## src/hdl/gbp_pkg.sv

```systemverilog
`timescale 1ns / 1ps
// ----------------------------------------------------------------------------
// gbp_pkg
// Shared types and constants for the gshare branch predictor.
// ----------------------------------------------------------------------------
package gbp_pkg;

	localparam int CFG_W   = 4;
	localparam int APB_DW  = 32;
	localparam int APB_AW  = 3;

	// register indexes (word address, paddr[2])
	localparam logic REG_INDEX_BITS   = 1'b0;
	localparam logic REG_COUNTER_BITS = 1'b1;

	localparam logic [CFG_W-1:0] RST_INDEX_BITS   = 4'd12;
	localparam logic [CFG_W-1:0] RST_COUNTER_BITS = 4'd2;

	typedef struct packed {
		logic [CFG_W-1:0] index_bits;
		logic [CFG_W-1:0] counter_bits;
	} cfg_t;

endpackage

```

## src/hdl/gbp_regs.sv

```systemverilog
`timescale 1ns / 1ps
// ----------------------------------------------------------------------------
// gbp_regs
// APB register file holding the index and counter widths.
// ----------------------------------------------------------------------------
module gbp_regs
	import gbp_pkg::*;
(
	input  logic              clk,
	input  logic              arst_n,
	input  logic              psel,
	input  logic              penable,
	input  logic              pwrite,
	input  logic [APB_AW-1:0] paddr,
	input  logic [APB_DW-1:0] pwdata,
	output logic [APB_DW-1:0] prdata,
	output logic              pready,
	output cfg_t              cfg
);

	cfg_t cfg_q;
	logic wr_en;

	assign pready = 1'b1;
	assign wr_en  = psel && penable && pwrite;
	assign cfg    = cfg_q;

	always_ff @(posedge clk or negedge arst_n) begin
		if (!arst_n) begin
			cfg_q.index_bits   <= RST_INDEX_BITS;
			cfg_q.counter_bits <= RST_COUNTER_BITS;
		end else if (wr_en) begin
			unique case (paddr[2])
				REG_INDEX_BITS:   cfg_q.index_bits   <= pwdata[CFG_W-1:0];
				REG_COUNTER_BITS: cfg_q.counter_bits <= pwdata[CFG_W-1:0];
				default: ;
			endcase
		end
	end

	always_comb begin
		unique case (paddr[2])
			REG_INDEX_BITS:   prdata = {{(APB_DW-CFG_W){1'b0}}, cfg_q.index_bits};
			REG_COUNTER_BITS: prdata = {{(APB_DW-CFG_W){1'b0}}, cfg_q.counter_bits};
			default:          prdata = '0;
		endcase
	end

endmodule

```

## config.mk

```make
export PLATFORM = sky130hd
export DESIGN_NAME = gbp_regs
export DESIGN_NICKNAME = d
export VERILOG_FILES = /design/src/hdl/gbp_pkg.sv /design/src/hdl/gbp_regs.sv
export SDC_FILE = /design/constraint.sdc
export NUM_CORES = 1
export LEC_CHECK = 0
export BUFFER_PORTS_ARGS = -buffer_cell sky130_fd_sc_hd__buf_2
export CORE_MARGIN = 5
export CORE_UTILIZATION = 31
export CTS_BUF_LIST = sky130_fd_sc_hd__clkbuf_8
export CTS_CLUSTER_SIZE = 24
export DETAILED_ROUTE_END_ITERATION = 16
export PLACE_DENSITY = 0.86
export SETUP_SLACK_MARGIN = 0.02
export SKIP_LAST_GASP = 1
export SYNTH_ARGS = -nofsm -noshare
export SYNTH_HDL_FRONTEND = slang
export SYNTH_SLANG_ARGS = --single-unit
```

## constraint.sdc

```tcl
create_clock -name clk -period 1 [get_ports clk]
set_clock_uncertainty 0.05 [all_clocks]
set_input_delay 0.15 -clock clk [delete_from_list [all_inputs] [get_ports clk]]
set_output_delay 0.15 -clock clk [all_outputs]
set_load 0.01 [all_outputs]
```

==> reports/qor.csv <==
stage,metric,value,unit
critical_path,cp-start-kind,flip-flop,
sta,clock.fmax,827,MHz
layout,final_cell_area,837,sq um
power,internal_power,1.10,mW
sta,period_share,1.21,
place,io_buffers,21,
clock_network,cts_tree,yes,
sta,setup_slack,-209,ps
clock_network,cts_root_buf,clkbuf_8,
power,seqPwrFrac,0.301,
logic_synthesis,yosysSeqAreaShare,0.340,
place,post-dp-hpwl,932,microns
critical_path,r2r_start,cfg[5]$_DFFE_PN0P_,
outcome,outcome,finished with violations,
route,wl_per_cell,11.4,microns
run,maxCapViolCount,0,
floorplan,io-pin-count,81,
layout,area_growth,39.4,%
route,drtPass1Iterations,1,
sta,setup_viol,13,
min_path,holdPathEnd,cfg[0]$_DFFE_PN0P_,
route,ant_nets,0,
critical_path,r2r-end,cfg[5]$_DFFE_PN0P_,
route,num_vias,382,
route,remaining_drc_errors,0,
floorplan,dieArea,2920,sq um
place,placed_area,631,sq um
sta,fin_crit,1210,ps
layout,diodes,0,
logic_synthesis,synth.avg_cell_area,11.3,sq um
critical_path,arrival,1010,ps
power,p_leak,0.456,nW
clock_network,clock-sinks,8,
grt,grt_start_max_net_pins,9,
logic_synthesis,synth_cells,53,
critical_path,path_cells,"mux2_4, buf_6",
floorplan,initial_core_util,0.316,
sta,finalSetupTns,-1500,ps
sta,slew_viol_final,0,
logic_synthesis,yosysWarnings,0,
sta,rsz0062_at_grt,yes,
power,switchingPower,0.432,mW
critical_path,r2r_slack,-60,ps
power,ir_drop,0.859,mV
logic_synthesis,ys_types,7,
power,power.density,1840,nW/um^2
critical_path,reg2reg_depth,3,
clock_network,cts_max_level,1,
power,netSwitchingFraction,0.281,
clock_network,path_clk_slew,50,ps
critical_path,cp.required,800,ps
critical_path,slowest_delay,390,ps
outcome,violations,setup timing,
grt,grt_antenna_before_repair,0,
critical_path,path_class,reg2out,
layout,largest_register_ffs,8,
floorplan,dieHeight,54.0,microns
grt,grt_pass1_vias,385,
critical_path,path_max_fanout,2,
layout,fin_nets,126,
floorplan,die_w,54.0,microns
route,drt-initial-drc-count,0,
min_path,hold_path.class,in2reg,
route,drt_wl_total,1280,microns
route,vias_per_cell,3.41,
layout,utilization,0.440,
power,pwr-share-comb,0.450,
critical_path,cp_num_buf_inv,1,
clock_network,clk_latency,220,ps
logic_synthesis,netlist_area,601,sq um
layout,drive_gt1_frac,0.576,
place,gp_congestion,0.595,
grt,grt_pass1_wl,1570,microns
min_path,worstHoldStart,pwdata[0],
critical_path,crit_slowest_cell,dfrtp_1,
floorplan,rows,16,
clock_network,ctsLongestPathBuffers,2,
floorplan,core_area,1900,sq um
grt,grt.overflow.total,0,
critical_path,end_kind,output pin,
logic_synthesis,synth-seq-cells,8,
sta,holdWs,128,ps
critical_path,cp_top_family,flip-flops,
power,p_clk_frac,0.249,
clock_network,cts_buffers,3,
min_path,whs_path_depth,2,
grt,track_usage,0.0774,
sta,hold_viol_final,0,
cell usage in the layout (no fill, tap or decap), drive strengths merged:
master	n
inv	1
mux2	12
nand4	1
dlygate4sd3	1
dfrtp	5
dfstp	3
buf	29
conb	29
clkbuf	3
nand4b	1
metrics by stage:
stage / setup WS, ps / instances / power [mW]
after global routing: -239 / 112 / 1.62
final: -209 / 112 / 1.54
after detailed placement: -50.3 / 100 / 0.857
after global placement: -43.3 / 100 / 0.842
after floorplan: 87.5 / 80 / 0.765
after CTS: -190 / 111 / 1.44
power groups by stage:
stage	sequential (mW)	combinational [mW]	clock [mW]
CTS	0.455	0.592	0.388
global route	0.473	0.736	0.414
detailed placement	0.467	0.390	0
global placement	0.459	0.383	0
floorplan	0.499	0.266	0
finish	0.463	0.691	0.383
cells by family (layout without fill, tap and decap cells):
kind of cell | Yosys count | count (layout) | share of synthesized area
buffers and inverters | 29 | 34 | 0.363
DFF | 8 | 8 | 0.340
muxes | 12 | 12 | 0.225
other | 2 | 29 | 0.0125
and+or+nand+nor | 2 | 2 | 0.0604
metal layers:
metal  global-route usage  vias up  part of all wire
met3               0.0471        0             0.076
met5                    0        -                 0
met4               0.0166        0                 0
met1               0.0552      183              0.31
met2                0.163       20              0.62
li1                     -      179                 -
worst max path at each step:
stage          slack, ps  cells past startpoint                 end          startpoint
5_1_grt             -240                      2           prdata[1]  cfg[5]$_DFFE_PN0P_
3_3_place_gp         -40                      3  cfg[5]$_DFFE_PN0P_            paddr[2]
2_1_floorplan         90                      1           prdata[2]  cfg[6]$_DFFE_PN1P_
6_report            -210                      2           prdata[1]  cfg[5]$_DFFE_PN0P_
3_5_place_dp         -50                      3  cfg[4]$_DFFE_PN0P_            paddr[2]
4_1_cts             -190                      2           prdata[1]  cfg[5]$_DFFE_PN0P_
synth_stat cells, drive strengths merged:
master	number	area share
buf	29	0.36
mux2	12	0.23
nand4	1	0.021
nand4b	1	0.040
conb	2	0.013
dfstp	3	0.13
dfrtp	5	0.21
repair_timing:
item                                   CTS  global route
setup endpoints to repair                8            12
endpoints found under the hold margin    8             0
setup buffers                            6             1
hold buffers                             1             0
gates resized for setup                 10             9
final cells by class:
class / count / area (sq um)
repair buffers: 30 / 259
clock inverters: 1 / 3.75
multi-input cells: 43 / 295
well taps: 27 / 33.8
clock buffers: 3 / 41.3
fillers: 171 / 1060
flip-flops and latches: 8 / 204
No activity file was read; power rests on OpenSTA's default activity.
